**config.mk**
```make
export PLATFORM = sky130hd
export DESIGN_NAME = rbs_mean
export DESIGN_NICKNAME = d
export VERILOG_FILES = /design/src/sv/rbs_pkg.sv /design/src/sv/rbs_mean.sv
export SDC_FILE = /design/constraint.sdc
export NUM_CORES = 2
export LEC_CHECK = 0
export CAP_MARGIN = 10
export CORE_ASPECT_RATIO = 1.25
export CORE_MARGIN = 2
export CORE_UTILIZATION = 52
export CTS_BUF_LIST = sky130_fd_sc_hd__clkbuf_2
export CTS_CLUSTER_DIAMETER = 80
export DETAILED_ROUTE_END_ITERATION = 10
export DONT_BUFFER_PORTS = 1
export GPL_ROUTABILITY_DRIVEN = 0
export HOLD_SLACK_MARGIN = 0.1
export PLACE_DENSITY_LB_ADDON = 0.3
export SYNTH_ARGS = -nofsm -noshare
export SYNTH_HDL_FRONTEND = slang
export SYNTH_SLANG_ARGS = --single-unit
```
**constraint.sdc**
```tcl
create_clock -name clk -period 15.05 [get_ports clk]
set_input_delay 1.505 -clock clk [delete_from_list [all_inputs] [get_ports clk]]
set_output_delay 1.505 -clock clk [all_outputs]
set_load 0.02 [all_outputs]
```
**src/sv/rbs_pkg.sv**
```systemverilog
// Shared types and constants for the RGB 3x3 box smoothing filter.
`default_nettype none

package rbs_pkg;

    // Stream field widths
    localparam int FIELD_W    = 16;
    localparam int TDATA_W    = 3 * FIELD_W;
    localparam int SIZE_W     = 11;
    localparam int RESET_SIZE = 1024;

    // Request kinds carried on tuser
    localparam logic CMD_PIXEL = 1'b0;
    localparam logic CMD_FLUSH = 1'b1;

    // Result control handed from the window stage to the mean stage
    typedef struct packed {
        logic       emit;       // a result is due for this request
        logic [2:0] row_mask;   // window rows in the neighbourhood, bit 0 = oldest row
        logic [2:0] col_mask;   // window columns in the neighbourhood, bit 0 = oldest column
        logic       frame_end;  // last result of the frame
    } rbs_ctrl_t;

endpackage

`default_nettype wire

```
**src/sv/rbs_mean.sv**
```systemverilog
// Masked neighbourhood sums and division by the pixel count (4, 6 or 9).
`default_nettype none

module rbs_mean #(
    parameter int CHANNEL_BITS = 16,
    localparam int PIX_W = 3 * CHANNEL_BITS
) (
    input  wire logic                           clk,
    input  wire logic                           rst_n,
    input  wire logic                           advance,
    input  wire logic [8:0][PIX_W-1:0]          win,
    input  wire rbs_pkg::rbs_ctrl_t             ctrl,
    output logic                                out_valid,
    output logic [rbs_pkg::TDATA_W-1:0]         out_data,
    output logic                                out_last
);

    import rbs_pkg::*;

    // Reciprocal scaling: exact quotients for any sum below 2**SUM_W
    localparam int SUM_W = CHANNEL_BITS + 4;
    localparam int SHIFT = SUM_W + 4;
    localparam int M_W   = SHIFT - 1;
    localparam int P_W   = SUM_W + M_W;
    localparam logic [M_W-1:0] RECIP4 = M_W'((64'd1 << SHIFT) / 4);
    localparam logic [M_W-1:0] RECIP6 = M_W'(((64'd1 << SHIFT) + 5) / 6);
    localparam logic [M_W-1:0] RECIP9 = M_W'(((64'd1 << SHIFT) + 8) / 9);

    logic [2:0][SUM_W-1:0] sum_next, sum_reg;
    logic [M_W-1:0]        recip_next, recip_reg;
    logic                  sum_valid_reg, sum_last_reg;
    logic [2:0][P_W-1:0]   prod;
    logic [TDATA_W-1:0]    out_data_next, out_data_reg;
    logic                  out_valid_reg, out_last_reg;

    // Sum of the pixels inside the clipped neighbourhood, per channel
    always_comb begin
        for (int ch = 0; ch < 3; ch++) begin
            sum_next[ch] = '0;
            for (int k = 0; k < 3; k++) begin
                for (int j = 0; j < 3; j++) begin
                    if (ctrl.row_mask[k] && ctrl.col_mask[j]) begin
                        sum_next[ch] = sum_next[ch]
                            + SUM_W'(win[3*k + j][ch*CHANNEL_BITS +: CHANNEL_BITS]);
                    end
                end
            end
        end
    end

    // Reciprocal of the pixel count
    always_comb begin
        if ((&ctrl.row_mask) && (&ctrl.col_mask)) begin
            recip_next = RECIP9;
        end else if ((&ctrl.row_mask) || (&ctrl.col_mask)) begin
            recip_next = RECIP6;
        end else begin
            recip_next = RECIP4;
        end
    end

    always_ff @(posedge clk) begin
        if (!rst_n) begin
            sum_valid_reg <= 1'b0;
        end else if (advance) begin
            sum_valid_reg <= ctrl.emit;
        end
    end

    always_ff @(posedge clk) begin
        if (advance) begin
            sum_reg      <= sum_next;
            recip_reg    <= recip_next;
            sum_last_reg <= ctrl.frame_end;
        end
    end

    // Multiply by the reciprocal and keep the integer part
    always_comb begin
        for (int ch = 0; ch < 3; ch++) begin
            prod[ch] = P_W'(sum_reg[ch]) * P_W'(recip_reg);
            out_data_next[ch*FIELD_W +: FIELD_W] = FIELD_W'(prod[ch][SHIFT +: CHANNEL_BITS]);
        end
    end

    // Result register
    always_ff @(posedge clk) begin
        if (!rst_n) begin
            out_valid_reg <= 1'b0;
        end else if (advance) begin
            out_valid_reg <= sum_valid_reg;
        end
    end

    always_ff @(posedge clk) begin
        if (advance) begin
            out_data_reg <= out_data_next;
            out_last_reg <= sum_last_reg;
        end
    end

    assign out_valid = out_valid_reg;
    assign out_data  = out_data_reg;
    assign out_last  = out_last_reg;

endmodule

`default_nettype wire

```
==> qor.tcl <==
set qor(unrepaired_setup_endpoints_after_global_routing) {no}
set qor(worst_hold_path_type) {reg2reg}
set qor(dieHeight_um) 361
set qor(yosysWarningCount) 0
set qor(pre_repair_dr_iteration_count) 7
set qor(cts_hold_buffers) 0
set qor(postSynthCellCount) 6086
set qor(timing.final.crit_period_ps) 12470
set qor(io_buffers) 0
set qor(cp-end-kind) {flip-flop}
set qor(core_area_sq_um) 102000
set qor(fraction_of_final_layout_cells_sized_beyond_drive_strength_1_pct) 3.67
set qor(finish.net_count) 8076
set qor(cpPeakStageDelay_ps) 520
set qor(setup_tns_ps) 0
set qor(clk_transition_reported_paths_ps) 250
set qor(grt_antenna_before_repair) 68
set qor(timing_max_transition_violations_final) 0
set qor(postSynthRegisterBits) 116
set qor(cp.arrival_ps) 13290
set qor(detail-route-antenna-nets) 0
set qor(largest_reg_flops) 60
set qor(routedWlPerCell_um) 21.2
set qor(worst_path_max_delay_cell) {sky130_fd_sc_hd__o31ai_1}
set qor(worstSetupStartpointType) {primary input}
set qor(dp.final_hpwl_mm) 139
set qor(max-clock-path-buffers) 2
set qor(post_drt_via_cell_ratio) 5.69
set qor(die_x_um) 290
set qor(count_of_flip_flops_with_a_built_in_enable_after_synthesis) 114
set qor(clock-root-buffer) {sky130_fd_sc_hd__clkbuf_2}
set qor(synth-async-reset-ratio_pct) 0
set qor(synth.yosys.seq_area_share_pct) 6.53
set qor(cts.repair.resized) 0
set qor(dieArea_sq_um) 105000
set qor(crit_path_frequent_cell) {sky130_fd_sc_hd__ha_1}
set qor(clock_sinks) 116
set qor(via_count) 42145
set qor(post-synth-top-count-cell) {sky130_fd_sc_hd__inv_1}
set qor(clock_skew_ps) 63.2
set qor(drcViolationCount) 0
set qor(critPathBufInv) 1
set qor(cts_tree) {done}
set qor(global_route.usage.total_pct) 30.3
set qor(post-synth-top-area-fraction_pct) 26.6
set qor(clk_latency_ps) 1020
set qor(worstSetupPathType) {in2reg}
set qor(required_time_of_the_worst_setup_path_ps) 15870
set qor(timing.critical_path.fanout_max) 6
set qor(routed_wirelength_mm) 157
set qor(final_min_period_over_clock_period_pct) 82.9
set qor(drt_iter0_drc) 2146
set qor(rows) 131
set qor(initial_standard_cell_utilization_of_the_core_pct) 52.2
set qor(worst_slew_pin_slew_ps) 1130
set qor(postSynth.topFlopCell) {sky130_fd_sc_hd__edfxtp_1}
set qor(timing.slew.headroom_pct) 22.8
set qor(synth_area_sq_um) 53100
set qor(pin_count_of_the_biggest_net_entering_global_routing) 117
set qor(post-cts-setup-buffers) 0
set qor(timing.fmax_mhz) 80.2
set qor(cts_max_level) 4
set qor(synthDominantAreaCellType) {sky130_fd_sc_hd__fa_1}
set qor(synth_top_cells_by_area) {sky130_fd_sc_hd__fa_1, sky130_fd_sc_hd__ha_1, sky130_fd_sc_hd__inv_1}
set qor(ys_types) 93
set qor(synth_area_per_cell_sq_um) 8.72
set qor(grt_first_pass_wirelength_mm) 243
set qor(maxCapViolCount) 0
set qor(mappedNetlistNets) 8152
set qor(synth.cells.most_frequent) {sky130_fd_sc_hd__inv_1, sky130_fd_sc_hd__ha_1, sky130_fd_sc_hd__fa_1, sky130_fd_sc_hd__nand2_1, sky130_fd_sc_hd__nor2_1}
set qor(cts_buffers) 17
set qor(synth_to_final_area_change_pct) 3.31
set qor(grt_overflow_total) 0
set qor(number_of_global_route_vias_before_repair) 43736
set qor(cpLargestDelayFamily) {compound AO/OA/AOI/OAI gates}
set qor(hold_viol_final) 0
set qor(io_pins) 493
set qor(status) {finished clean}
set qor(setup_violations) 0
## layout make-up
type	count	area [sq um]
fill	9320	46800
multi-input combinational	4714	44900
inverter	1138	4270
sequential	116	3460
tap	1330	1660
timing repair buffer	23	173
antenna	58	145
clock inverter	12	109
clock buffer	19	95.1
## layout by cell type (no fill, tap or decap), drive strengths merged, types with 125 or more instances in the layout
cell      n
mux2    125
a21oi   345
ha      918
nor2    352
inv    1140
fa      705
xor2    127
nand2   365
a21o    134
o21ai   274
and2    213
xnor2   250
## worst paths after layout
path                 start      endpoint  slack (ps)  depth (start not counted)
max reg2reg  recip_reg[21]  out_data[28]        6490                         29
min reg2reg   sum_last_reg      out_last         480                          0
max                 win[0]   sum_reg[19]        2580                         54
min           sum_last_reg      out_last         480                          0
## cell families (layout without fill, tap and decap cells)
kind of cell / count (synthesis) / in the layout / synth area share, %
XOR/XNOR: 378 / 378 / 6.31
AND/OR/NAND/NOR: 1357 / 1357 / 12.4
other: 0 / 58 / 0
adder cells (fa/ha/maj): 1631 / 1631 / 48.4
multiplexers: 140 / 140 / 2.94
AO/OA/AOI/OAI: 1208 / 1208 / 14.6
buffers and inverters: 1256 / 1192 / 8.89
flip-flops: 116 / 116 / 6.53
## metrics by stage
| stage | worst slack [ps] | hold WS (ps) | area, sq um | std cells | util (%) |
|---|---|---|---|---|---|
| global route | 1830 | 476 | 54800 | 7399 | 53.9 |
| global placement | 1920 | 403 | 54500 | 7321 | 53.6 |
| CTS | 2850 | 417 | 54700 | 7352 | 53.8 |
| detailed placement | 1630 | 433 | 54500 | 7321 | 53.6 |
| finish | 2580 | 477 | 54800 | 7410 | 53.9 |
| floorplan | 1850 | 400 | 53100 | 6086 | - |
## worst register-to-register path: cells and delay by family, from the launching register on
family	cells	cell delay, ps
compound gates	12	2520
buf+inv	5	760
simple gates	3	690
flops	1	380
fa+ha+maj	8	3770
xor+xnor	1	220
## per-layer routing
metal,wire length [um],vias up,global-route usage (%),share of wire (%)
li1,-,20193,-,-
met1,58300,20101,33.5,37
met2,74300,1365,50.6,47
met3,12600,456,8.42,8.0
met4,11700,30,20.1,7.5
met5,190,-,0,0.12
Power is left out: the tool's default activity adds up to more than one toggle a clock period on the data nets, which glitch-free logic cannot reach.
